[src/rtl/core/hsc_cfg.sv]
`timescale 1ns / 1ps
// ----------------------------------------------------------------------------
// hsc_cfg
// Configuration register file: step gain and convergence threshold.
// ----------------------------------------------------------------------------
module hsc_cfg (
  input  logic        clk,
  input  logic        rst_n,
  input  logic        psel,
  input  logic        penable,
  input  logic        pwrite,
  input  logic [2:0]  paddr,
  input  logic [31:0] pwdata,
  output logic [31:0] prdata,
  output logic        pready,
  output logic [23:0] step_gain,
  output logic [30:0] converge_threshold
);

  localparam logic [23:0] GAIN_RST = 24'd190650;
  localparam logic [30:0] THR_RST  = 31'd7;
  localparam logic        REG_GAIN = 1'b0;
  localparam logic        REG_THR  = 1'b1;

  logic [23:0] gain_r;
  logic [30:0] thr_r;
  logic        wr_en;

  assign pready = 1'b1;
  assign wr_en  = psel & penable & pwrite & pready;

  always_ff @(posedge clk) begin
    if (!rst_n) begin
      gain_r <= GAIN_RST;
      thr_r  <= THR_RST;
    end else if (wr_en) begin
      if (paddr[2] == REG_GAIN) gain_r <= pwdata[23:0];
      if (paddr[2] == REG_THR)  thr_r  <= pwdata[30:0];
    end
  end

  assign prdata = (paddr[2] == REG_THR) ? {1'b0, thr_r} : {8'b0, gain_r};

  assign step_gain          = gain_r;
  assign converge_threshold = thr_r;

endmodule

[config.mk]
export PLATFORM = sky130hd
export DESIGN_NAME = hsc_cfg
export DESIGN_NICKNAME = d
export VERILOG_FILES = /design/src/rtl/core/hsc_cfg.sv
export SDC_FILE = /design/constraint.sdc
export NUM_CORES = 1
export LEC_CHECK = 0
export BUFFER_PORTS_ARGS = -buffer_cell sky130_fd_sc_hd__buf_4
export CORE_MARGIN = 2
export CORE_UTILIZATION = 45
export DETAILED_ROUTE_END_ITERATION = 8
export PLACE_DENSITY = 0.79
export SLEW_MARGIN = 10
export SYNTH_ARGS = -nofsm -noshare
export SYNTH_HDL_FRONTEND = slang
export SYNTH_SLANG_ARGS = --single-unit
[constraint.sdc]
create_clock -name clk -period 1 [get_ports clk]
set_input_delay 0 -clock clk [delete_from_list [all_inputs] [get_ports clk]]
set_output_delay 0 -clock clk [all_outputs]
set_load 0.01 [all_outputs]
==> results by group <==
Outcome
  • Status: finished, violations left
  • Failing checks: setup timing

Synthesis
  • Synth Register Bits: 55
  • Fraction of registers with async set/reset: 0%
  • Ys flop type: dfxtp_1
  • Post-synth top area cell: dfxtp_1
  • Synth cell count leaders: nand2_1 (72), dfxtp_1 (55), mux2i_1 (55)
  • Cell area after synthesis: 0.002591 mm²
  • Synth area leaders: dfxtp_1 (42%), mux2i_1 (21%), nand2_1 (10%)
  • Synth Area in Adders: 0%
  • Synth Area in Simple Gates: 19.36%
  • Yosys top cell area share: 42.49%
  • Synthesized net count: 306
  • Post-Synth XOR/XNOR Area: 0%
  • Mapped Cells: 266
  • Compound-cell area share of the yosys netlist: 0%
  • Mux cell area share after synthesis: 31.68%
  • Combinational family with the most area after synthesis: multiplexers
  • Number of flops mapped to enable cells by yosys: 0
  • Synthesis Warnings: 0
  • Sequential area share after synthesis: 42.49%
  • Netlist cell types: 15
  • Top-count cell post-synth: nand2_1
  • Syn_area_per_cell: 9.741 µm²

STA
  • Hold Slack: 0.04601 ns
  • Period utilization: 104.4%
  • Final WS setup: -0.04407 ns
  • Fmax: 0.9578 GHz
  • Minimum clock period: 1.044 ns
  • Total negative slack: -0.5093 ns
  • Unrepaired setup endpoints after global routing: yes
  • Max-slew violations: 0
  • Final Skew: 0 ns
  • Final setup fails: 24
  • Hold Vio Cnt, Final: 0

Place
  • GPL Wtd Cong: 0.7626
  • HPWL after DPL: 4497 µm
  • Placed cell count: 446
  • Quantity of I/O buffers inserted on ports: 122
  • Dpl ws: 0.01359 ns

Setup path
  • CP Launch Point: step_gain[23]
  • Critical Path Source Type: register
  • CP Capture Type: output pin
  • Reg2Reg Depth: 3
  • Critical R2R Capture: step_gain[1]
  • CP required: 1.00 ns
  • Register-to-register setup slack: 0.23 ns
  • Worst setup endpoint: prdata[23]
  • RR Startpoint: step_gain[1]
  • Arr. time, crit path: 1.04 ns
  • Crit Path Max Fanout: 3
  • Worst Setup Path Type: register to output pin

Flow run
  • Max Cap Violations: 0

Detailed routing
  • Vias per inst: 4.830
  • Final ANT Viol Nets: 0
  • Met3 WL: 300 µm
  • Top Layer Used: met4
  • Vias: 2550
  • Routed wl met2: 4216 µm
  • Post-Route WL: 7709 µm
  • Met1 Routed Length: 2938 µm
  • DRT iter0 DRCs: 56
  • WL/cell: 14.60 µm
  • # DRC: 0
  • Detailed Routing Iterations Pass 1: 4

Final layout
  • Final Util: 80.92%
  • Fin cells: 528
  • Area growth, synth to finish: 73.01%
  • ANT cells: 0
  • Area of the multi-input gates: 0.001394 mm²
  • Final nets: 495
  • Fillers: 363
  • Share of cells above drive strength 1: 55.48%
  • Register Area: 0.001161 mm²

Clock tree
  • CTS tree: yes
  • Root Driver: clkbuf_8
  • Total clock sinks: 55
  • H-tree levels: 2
  • Clock Latency Late Sink: 0.30 ns
  • Register clock-pin slew on the reported worst setup and hold paths: 0.09 ns
  • Num CTS Buffers: 5
  • Max Buffers Root-to-Sink: 2

Global routing
  • Vias in the first global route: 2673
  • Grt ovf: 0
  • Total track usage: 24.27%
  • Initial antenna violation count: 0
  • First-pass GRT wire length: 12290 µm
  • Largest net degree at the start of global routing: 52

Power and ir drop
  • Worst IR drop on VDD: 0.6456 mV
  • Cell area power density: 965.3 mW/mm²
  • Pleak: 2.070 nW

Floorplan
  • Core Rows: 27
  • Core ar.: 0.005540 mm²
  • Die Area: 0.006382 mm²
  • Die width: 79.89 µm
  • Die Ht: 79.89 µm
  • I/O pin count: 128
  • Initial Utilization: 46.77%

Hold path
  • Worst hold path class: primary input to register
[cell type report]
class / count / share of cell area (%)
Clock buffer: 7 / 1.702
Clock inverter: 1 / 0.1116
Multi-Input combinational cell: 188 / 31.09
Sequential cell: 55 / 25.90
Tap cell: 72 / 2.009
Timing Repair Buffer: 205 / 39.18
[worst min path at each step]
stage	startpoint	end	cells past startpoint	slack, ns
floorplan	pwdata[24]	converge_threshold[24]	2	0.14
global placement	pwdata[28]	converge_threshold[28]	3	0.26
detailed placement	pwdata[28]	converge_threshold[28]	3	0.27
CTS	rst_n	converge_threshold[11]	3	0.03
global route	rst_n	converge_threshold[17]	3	0.06
finish	rst_n	converge_threshold[7]	3	0.05
[logic make-up after synthesis]
kind of cell           after synthesis
buffers and inverters               23
DFF                                 55
muxes                               79
other                                2
and+or+nand+nor                    107
[flip-flops by register name, indices dropped and copies added (netlist names)]
| signal | count |
|---|---|
| converge_threshold | 31 |
| step_gain | 24 |
[timing repair]
item,CTS,global route
pin swaps,0,0
hold buffers,31,0
gates cloned,0,0
hold endpoints to repair,55,0
setup buffers,43,0
gates resized for setup,82,7
setup endpoints to repair,24,24
[per-stage QoR]
| stage | total power [mW] | instance area [µm²] |
|---|---|---|
| after floorplan | 2.658 | 2591 |
| after global placement | 2.949 | 3555 |
| after detailed placement | 2.966 | 3555 |
| after CTS | 4.335 | 4457 |
| after global routing | 4.510 | 4483 |
| final | 4.327 | 4483 |
[report_power, final]
part           switching [mW]  internal, mW
logic                   0.352         0.525
registers              0.0311          2.24
clock network           0.681         0.494
[layout by cell type (no fill, tap or decap), drive strengths merged]
cell,instances
clkbuf,7
dlygate4sd3,31
mux2,24
clkinv,1
buf,174
and4,1
nand4,1
nand2,72
conb,2
mux2i,55
and4b,1
nor2b,25
and2,7
dfxtp,55
[metal layers]
metal,vias to the layer above,track usage [%]
li1,1240,-
met1,1210,26.44
met2,80,46.25
met3,20,2.828
met4,0,11.02
met5,-,0
[worst max-delay path, stage by stage (launching register included)]
cell     delay, ns
dfxtp_2       0.34
mux2_4        0.28
buf_6         0.13
Power figures use the tool's default switching activity.
