===== config.mk =====
export PLATFORM = sky130hd
export DESIGN_NAME = hsc_seq
export DESIGN_NICKNAME = d
export VERILOG_FILES = /design/src/rtl/core/hsc_pkg.sv /design/src/rtl/core/hsc_seq.sv
export SDC_FILE = /design/constraint.sdc
export NUM_CORES = 1
export LEC_CHECK = 0
export ABC_AREA = 1
export BUFFER_PORTS_ARGS = -buffer_cell sky130_fd_sc_hd__buf_2
export CAP_MARGIN = 40
export CELL_PAD_IN_SITES_DETAIL_PLACEMENT = 0
export CELL_PAD_IN_SITES_GLOBAL_PLACEMENT = 2
export CORE_MARGIN = 5
export CORE_UTILIZATION = 25
export CTS_CLUSTER_DIAMETER = 50
export CTS_CLUSTER_SIZE = 12
export DETAILED_ROUTE_END_ITERATION = 7
export HOLD_SLACK_MARGIN = 0.02
export PLACE_DENSITY_LB_ADDON = 0.1
export SETUP_SLACK_MARGIN = 0.1
export SKIP_CTS_REPAIR_TIMING = 1
export SLEW_MARGIN = 5
export SYNTH_ARGS = -nofsm -noshare
export SYNTH_HDL_FRONTEND = slang
export SYNTH_SLANG_ARGS = --single-unit

===== constraint.sdc =====
create_clock -name clk -period 3.8 [get_ports clk]
set_clock_uncertainty 0.15 [all_clocks]
set_input_delay 0.76 -clock clk [delete_from_list [all_inputs] [get_ports clk]]
set_output_delay 0.76 -clock clk [all_outputs]
set_load 0.03 [all_outputs]

===== src/rtl/core/hsc_pkg.sv =====
`timescale 1ns / 1ps
// ----------------------------------------------------------------------------
// hsc_pkg
// Shared types for the heat stencil cell update: microcode word, datapath
// control bundle and the microcode program itself.
// ----------------------------------------------------------------------------
package hsc_pkg;

  localparam int PC_W = 4;

  typedef enum logic [2:0] {
    A_DW,
    A_DE,
    A_DN,
    A_DS,
    A_MLO,
    A_MHI
  } a_sel_t;

  typedef enum logic [1:0] {
    B_KW,
    B_KC,
    B_KN,
    B_GAIN
  } b_sel_t;

  typedef enum logic [2:0] {
    ACC_NONE,
    ACC_S_FIRST,
    ACC_S_ADD,
    ACC_ABS,
    ACC_G_FIRST,
    ACC_G_ADD
  } acc_op_t;

  typedef enum logic [1:0] {
    J_NEXT,
    J_WAIT_IN,
    J_WAIT_OUT
  } jmp_t;

  typedef struct packed {
    a_sel_t            a_sel;
    b_sel_t            b_sel;
    acc_op_t           acc_op;
    jmp_t              jmp;
    logic [PC_W-1:0]   target;
  } ucode_t;

  typedef struct packed {
    a_sel_t  a_sel;
    b_sel_t  b_sel;
    acc_op_t acc_op;
    logic    load;
    logic    fire;
  } dp_ctl_t;

  localparam logic [PC_W-1:0] ST_IDLE   = 4'd0;
  localparam logic [PC_W-1:0] ST_MUL_W  = 4'd1;
  localparam logic [PC_W-1:0] ST_MUL_E  = 4'd2;
  localparam logic [PC_W-1:0] ST_MUL_N  = 4'd3;
  localparam logic [PC_W-1:0] ST_MUL_S  = 4'd4;
  localparam logic [PC_W-1:0] ST_SUM    = 4'd5;
  localparam logic [PC_W-1:0] ST_ABS    = 4'd6;
  localparam logic [PC_W-1:0] ST_GLO    = 4'd7;
  localparam logic [PC_W-1:0] ST_GHI    = 4'd8;
  localparam logic [PC_W-1:0] ST_GSUM   = 4'd9;
  localparam logic [PC_W-1:0] ST_OUT    = 4'd10;

  function automatic ucode_t ucode(input logic [PC_W-1:0] pc);
    ucode_t w;
    w = '{a_sel: A_DW, b_sel: B_KW, acc_op: ACC_NONE, jmp: J_NEXT, target: ST_IDLE};
    case (pc)
      ST_IDLE:  w.jmp = J_WAIT_IN;
      ST_MUL_W: begin
        w.a_sel = A_DW;
        w.b_sel = B_KW;
      end
      ST_MUL_E: begin
        w.a_sel  = A_DE;
        w.b_sel  = B_KC;
        w.acc_op = ACC_S_FIRST;
      end
      ST_MUL_N: begin
        w.a_sel  = A_DN;
        w.b_sel  = B_KN;
        w.acc_op = ACC_S_ADD;
      end
      ST_MUL_S: begin
        w.a_sel  = A_DS;
        w.b_sel  = B_KC;
        w.acc_op = ACC_S_ADD;
      end
      ST_SUM:   w.acc_op = ACC_S_ADD;
      ST_ABS:   w.acc_op = ACC_ABS;
      ST_GLO: begin
        w.a_sel = A_MLO;
        w.b_sel = B_GAIN;
      end
      ST_GHI: begin
        w.a_sel  = A_MHI;
        w.b_sel  = B_GAIN;
        w.acc_op = ACC_G_FIRST;
      end
      ST_GSUM:  w.acc_op = ACC_G_ADD;
      ST_OUT: begin
        w.jmp    = J_WAIT_OUT;
        w.target = ST_IDLE;
      end
      default: begin
        w.jmp    = J_WAIT_OUT;
        w.target = ST_IDLE;
      end
    endcase
    return w;
  endfunction

endpackage


===== src/rtl/core/hsc_seq.sv =====
`timescale 1ns / 1ps
// ----------------------------------------------------------------------------
// hsc_seq
// Microcode sequencer: step counter over the control ROM, with waits on the
// request and result handshakes.
// ----------------------------------------------------------------------------
module hsc_seq (
  input  logic             clk,
  input  logic             rst_n,
  input  logic             in_valid,
  input  logic             out_free,
  output logic             in_ready,
  output hsc_pkg::dp_ctl_t ctl
);
  import hsc_pkg::*;

  logic [PC_W-1:0] pc_r;
  logic [PC_W-1:0] pc_nxt;
  ucode_t          uw;

  assign uw = ucode(pc_r);

  assign in_ready   = (uw.jmp == J_WAIT_IN);
  assign ctl.a_sel  = uw.a_sel;
  assign ctl.b_sel  = uw.b_sel;
  assign ctl.acc_op = uw.acc_op;
  assign ctl.load   = in_ready & in_valid;
  assign ctl.fire   = (uw.jmp == J_WAIT_OUT) & out_free;

  always_comb begin
    case (uw.jmp)
      J_NEXT:     pc_nxt = pc_r + PC_W'(1);
      J_WAIT_IN:  pc_nxt = in_valid ? pc_r + PC_W'(1) : pc_r;
      J_WAIT_OUT: pc_nxt = out_free ? uw.target : pc_r;
      default:    pc_nxt = ST_IDLE;
    endcase
  end

  always_ff @(posedge clk) begin
    if (!rst_n) begin
      pc_r <= ST_IDLE;
    end else begin
      pc_r <= pc_nxt;
    end
  end

endmodule


==> impl_results.md, run 1 <==
* Outcome: finished clean
* Fin area at 551 um2
* Synth cell types at 17
* Cell taking the most area after synthesis: dfxtp_1
* Synthesized area at 437 um2
* Largest net degree at the start of global routing at 8
* Required time of the critical path at 2.89 ns
* Largest cells by area after synthesis: dfxtp_1 (18%), nand2_1 (13%), ha_1 (11%)
* Yosys reg bits at 4
* Switching power at 257 uW
* Seq/Total Area, Yosys at 18.3%
* Most frequent cells after synthesis: nand2_1 (15), inv_1 (9), nand3_1 (9)
* Hold slack at 0.349 ns
* Power Total at 450 uW
* Area growth, synth to finish at 26.1%
* Antenna cells at 0
* IR Drop Worst-Case VDD at 248 uV
* Crit path max fanout at 6
* Mapped Cells at 68
* Initial antenna violation count at 0
* Row count at 15
* Gr usage total at 10.0%
* H-Tree Depth at 1
* Final setup vio count at 0
* Clock Tree Buf Depth at 2
* Type of the tightest min-delay check: reg2reg
* Critical path launch point type: flip-flop
* Final hold violations at 0
* Total CTS buffers at 3
* Clock latency on the worst-skew pair at 0.24 ns
* Slew at the pin closest to its max-slew limit at 0.277 ns
* Number of synthesized flops with an enable pin at 0
* Core box area at 1690 um2
* Final nets at 95
* Switching share of total power at 57.1%
* Max-slew violation count at 0
* Clock Sink Count at 4
* Largest Register: pc_r
* Setup tns final at 0 ns
* Leakage at 0.000327 uW
* Layout cells sized above 1 at 38.8%
* Initial DRC Count at 1
* CP Data Arrival Time at 1.72 ns
* Placed instance area at 528 um2
* Syn_nets at 76
* Die X at 51.8 um
* DRT antenna net count at 0
* Yosys warning total at 0
* Synthesized area per cell at 6.42 um2
* Vias in the first global route at 459
* Most used DFF post-synth: dfxtp_1
* Clock-pin transition on the worst setup and hold timing paths at 0.03 ns
* Total Wirelength at 1100 um
* Final worst path period need at 2.63 ns
* CP Class: reg2out
* Clock power frac at 11.8%
* IO buf count at 14
* Number of flip-flops in the largest register at 4
* Ys async rst share at 0%
* Die extent in y at 51.8 um
* Top cell type's share of synthesized area at 18.3%
* Biggest regs: pc_r: 4 flops
* Max-cap violation count at 0
* Worst setup EP type: primary output
* Tcrit/Tclk final at 69.2%
* CTS tree: built
* Drt drc at 0
* Internal power at 193 uW
* First-pass DRT Iterations at 2
* DIE AREA at 2680 um2
* Flop pwr share at 14.7%
* Vias at 471
* Global placement routability congestion at 0.752
* First-pass GRT wire length at 1990 um
* Total grt overflow at 0
* CTS root buf: clkbuf_4
* Number of fillers in the final layout at 201
* Achievable Freq at 380 MHz
* Power per Cell Area at 817 nW/um2
* Via-to-Cell Ratio at 4.62
* Ports at 15
* R2R setup slack at 2.12 ns
* Drt wl/cell at 10.8 um
* Initial Util at 25.9%
* Max_slew headroom at 81.3%
* Comb pwr share at 73.5%
* Post-DP HPWL at 927 um
* RSZ-0062 raised after global routing: no
* Count leader, synth: nand2_1
[power groups by stage]
stage / combinational [uW] / clock (uW) / sequential (uW)
after global placement: 342 / 0 / 66.3
final: 331 / 52.9 / 66.2
after global routing: 375 / 59.2 / 68.1
after floorplan: 265 / 0 / 64.1
after CTS: 338 / 55.3 / 66.5
after detailed placement: 335 / 0 / 67.1
[per-stage QoR]
stage	util (%)	instances	setup slack [ns]
finish	32.6	102	1.17
global route	32.6	102	0.992
CTS	32.6	102	1.15
detailed placement	31.3	99	1.41
global placement	31.3	99	1.41
floorplan	-	68	1.03
[per-layer routing]
metal	up-vias	wire length (um)	global-route usage, %
met1	209	527	11.4
li1	250	-	-
met4	0	17	6.55
met2	10	501	16.7
met3	2	54	2.29
met5	-	0	0
[cell type report]
cell class | count | area, um2 | area share, %
sequential | 4 | 80.1 | 14.5
timing repair buffer | 14 | 70.1 | 12.7
inverter | 11 | 41.3 | 7.50
tap | 17 | 21.3 | 3.86
multi-input combinational | 53 | 315 | 57.3
clock buffer | 3 | 22.5 | 4.09
[critical path, cell delays in order (launching register included)]
cell	delay (ns)
dfxtp_1	0.35
inv_1	0.12
ha_1	0.26
nor2_1	0.15
nor2_1	0.09
nor2_4	0.14
nand2_2	0.10
nor2_1	0.09
buf_2	0.20
[kinds of logic (layout without fill, tap and decap cells)]
group,after synthesis,after routing,synth area share [%]
buffers and inverters,11,28,9.46
and+or+nand+nor,45,45,54.4
DFF,4,4,18.3
AOI/OAI and AO/OA,4,4,6.30
adders and majority gates,4,4,11.5
[path summary, 6_finish.rpt]
check / start / to / cells past startpoint
hold / removal: pc_r[1] / pc_r[1] / 2
setup reg to reg: pc_r[0] / pc_r[2] / 10
hold reg to reg: pc_r[1] / pc_r[1] / 2
setup / recovery: pc_r[0] / ctl[0] / 8
[layout by cell type (no fill, tap or decap), drive strengths merged]
cell type	n
nor2	10
clkbuf	3
dfxtp	4
nand3	11
nor3	1
nand2	22
nor3b	1
o21ai	1
a21oi	2
inv	11
buf	14
o311ai	1
ha	4
(Power assumes the default switching activity.)
==> run 2, diff against run 1 <==
--- a/config.mk
+++ b/config.mk
@@ -5,13 +5,13 @@
 export SDC_FILE = /design/constraint.sdc
 export NUM_CORES = 1
 export LEC_CHECK = 0
-export ABC_AREA = 1
+export ABC_AREA = 0
 export BUFFER_PORTS_ARGS = -buffer_cell sky130_fd_sc_hd__buf_2
 export CAP_MARGIN = 40
 export CELL_PAD_IN_SITES_DETAIL_PLACEMENT = 0
 export CELL_PAD_IN_SITES_GLOBAL_PLACEMENT = 2
 export CORE_MARGIN = 5
-export CORE_UTILIZATION = 25
+export CORE_UTILIZATION = 24
 export CTS_CLUSTER_DIAMETER = 50
 export CTS_CLUSTER_SIZE = 12
 export DETAILED_ROUTE_END_ITERATION = 7
==> constraint.sdc (replaced) <==
create_clock -name clk -period 2.45 [get_ports clk]
set_clock_uncertainty 0.15 [all_clocks]
set_input_delay 0.49 -clock clk [delete_from_list [all_inputs] [get_ports clk]]
set_output_delay 0.49 -clock clk [all_outputs]
set_load 0.03 [all_outputs]
==> run 2 against run 1 <==
  * Synthesized area decreased by 8.9%
  * Cell area decreased by 3.6%
  * Critical path depth fell by 3
  * Sequential share of layout area grew 1.5 points
  * Worst hold slack worse by 0.020 ns
  * Sequential power is 69% higher
  * Clock power rose by 54%
  * Final cell count shrank 17%
  * Wire length decreased by 11%
  * First-iteration DRC count rose by 100%
==> impl_results.md, run 2 <==
* Outcome: finished clean
* First-pass DRT Iterations at 2
* Initial DRC Count at 2
* Mapped Cells at 52
* Fin area at 531 um2
* Biggest regs: pc_r: 4 flops
* Highest-count cells in the layout ignoring fill and taps: buf_2 (13), nor2_1 (6), nand2_1 (6)
* Total CTS buffers at 3
* H-Tree Depth at 1
* Setup tns final at 0 ns
* RSZ-0062 raised after global routing: no
* Synthesized area per cell at 7.65 um2
* Area growth, synth to finish at 33.3%
* Critical path launch point: pc_r[0]
* Cell taking the most area after synthesis: dfxtp_1
* Row count at 14
* Vias at 421
* Seq/Total Area, Yosys at 20.1%
* Most common cell after layout, fill and taps aside: buf_2
* Total Wirelength at 984 um
* Slew at the pin closest to its max-slew limit at 0.371 ns
* CTS tree: built
* R2R setup slack at 0.53 ns
* CP Class: reg2out
* R2r worst-path depth at 6
* Max_slew headroom at 75.2%
* Type of the tightest min-delay check: reg2reg
* Final hold violations at 0
* Synthesized area at 398 um2
* Total grt overflow at 0
* Yosys warning total at 0
* Drt drc at 0
* R2R Path End: pc_r[3]
* Required time of the critical path at 1.81 ns
* Worst setup EP type: primary output
* Ports at 15
* R2r startpoint: pc_r[0]
* Number of fillers in the final layout at 176
* Initial Util at 25.8%
* Largest Register: pc_r
* IO buf count at 14
* Core box area at 1540 um2
* Hold slack at 0.329 ns
* Top cell type's share of synthesized area at 20.1%
* Gr usage total at 8.82%
* CTS root buf: clkbuf_4
* Global placement routability congestion at 0.704
* Antenna cells at 0
* CP Data Arrival Time at 1.56 ns
* Leakage at 0.000263 uW
* Number of flip-flops in the largest register at 4
* Most frequent cells after synthesis: nand2_1 (6), nor2_1 (6), inv_1 (5)
* Register Area at 85.1 um2
* Yosys reg bits at 4
* Die X at 50.7 um
* DIE AREA at 2570 um2
* Clock latency on the worst-skew pair at 0.24 ns
* Number of synthesized flops with an enable pin at 0
* Ys async rst share at 0%
* Largest net degree at the start of global routing at 13
* Drt wl/cell at 11.6 um
* IR Drop Worst-Case VDD at 302 uV
* Via-to-Cell Ratio at 4.95
* Clock-pin transition on the worst setup and hold timing paths at 0.04 ns
* Achievable Freq at 454 MHz
* Max-cap violation count at 0
* Post-DP HPWL at 809 um
* Final setup vio count at 0
* Final worst path period need at 2.20 ns
* Clock Tree Buf Depth at 2
* Tcrit/Tclk final at 90.0%
* Die extent in y at 50.7 um
* Placed instance area at 495 um2
* Final nets at 79
* Power per Cell Area at 1110 nW/um2
* Largest cells by area after synthesis: dfxtp_1 (20%), ha_1 (13%), nand2b_1 (6.3%)
* Critical path endpoint: ctl[0]
* Syn_nets at 60
* Clock Sink Count at 4
* Crit path max fanout at 6
* Layout cells sized above 1 at 40.6%
* First-pass GRT wire length at 1730 um
* Critical path launch point type: flip-flop
* Vias in the first global route at 384
* DRT antenna net count at 0
* Most used DFF post-synth: dfxtp_1
* Min-delay src: pc_r[0]
* Max-slew violation count at 0
* Synth cell types at 26
* Multi-input combinational cell area at 297 um2
* Initial antenna violation count at 0
run 2: cell type report:
| type | instances | area share [%] |
|---|---|---|
| sequential | 4 | 16.0 |
| inverter | 5 | 3.54 |
| multi-input combinational | 41 | 55.9 |
| tap | 16 | 3.77 |
| clock buffer | 3 | 4.25 |
| timing repair buffer | 16 | 16.5 |
run 2: where the power goes:
| group | switching (uW) | total [uW] | internal (uW) |
|---|---|---|---|
| clock network | 26.9 | 81.7 | 54.8 |
| registers | 24.4 | 112 | 87.3 |
| logic | 251 | 396 | 145 |
| total | 302 | 589 | 287 |
run 2: worst min path at each step:
stage	end	slack, ns	depth (start not counted)
floorplan	pc_r[1]	0.36	2
global placement	pc_r[1]	0.40	2
detailed placement	pc_r[1]	0.41	2
CTS	pc_r[1]	0.37	3
global route	pc_r[0]	0.34	1
finish	pc_r[0]	0.33	1
run 2: metal layers:
layer  part of all wire (%)  global-route usage, %
met5                      0                      0
met4                      0                   1.28
met3                    8.9                   5.62
met2                     45                   12.6
met1                     46                   11.3
run 2: stage by stage:
| stage | setup WS, ns | total power (uW) | util [%] | cells |
|---|---|---|---|---|
| 2_1_floorplan | 0.245 | 400 | - | 52 |
| 3_3_place_gp | 0.316 | 508 | 32.1 | 82 |
| 3_5_place_dp | 0.319 | 504 | 32.1 | 82 |
| 4_1_cts | 0.0440 | 589 | 33.6 | 85 |
| 5_1_grt | 0.107 | 646 | 34.4 | 85 |
| 6_report | 0.246 | 589 | 34.4 | 85 |
run 2: critical path, stage by stage (launching register included):
cell and delay (ns):
dfxtp_4 0.36, ha_1 0.26, nor4_2 0.31, o22ai_2 0.11, nor2_1 0.12, buf_4 0.16
run 2: logic make-up after synthesis:
logic type | count (synthesis) | synth area share (%)
multiplexers | 1 | 2.52
adder cells (fa/ha/maj) | 4 | 12.6
flip-flops | 4 | 20.1
AO/OA/AOI/OAI | 13 | 27.4
AND/OR/NAND/NOR | 23 | 30.8
buffers and inverters | 7 | 6.60
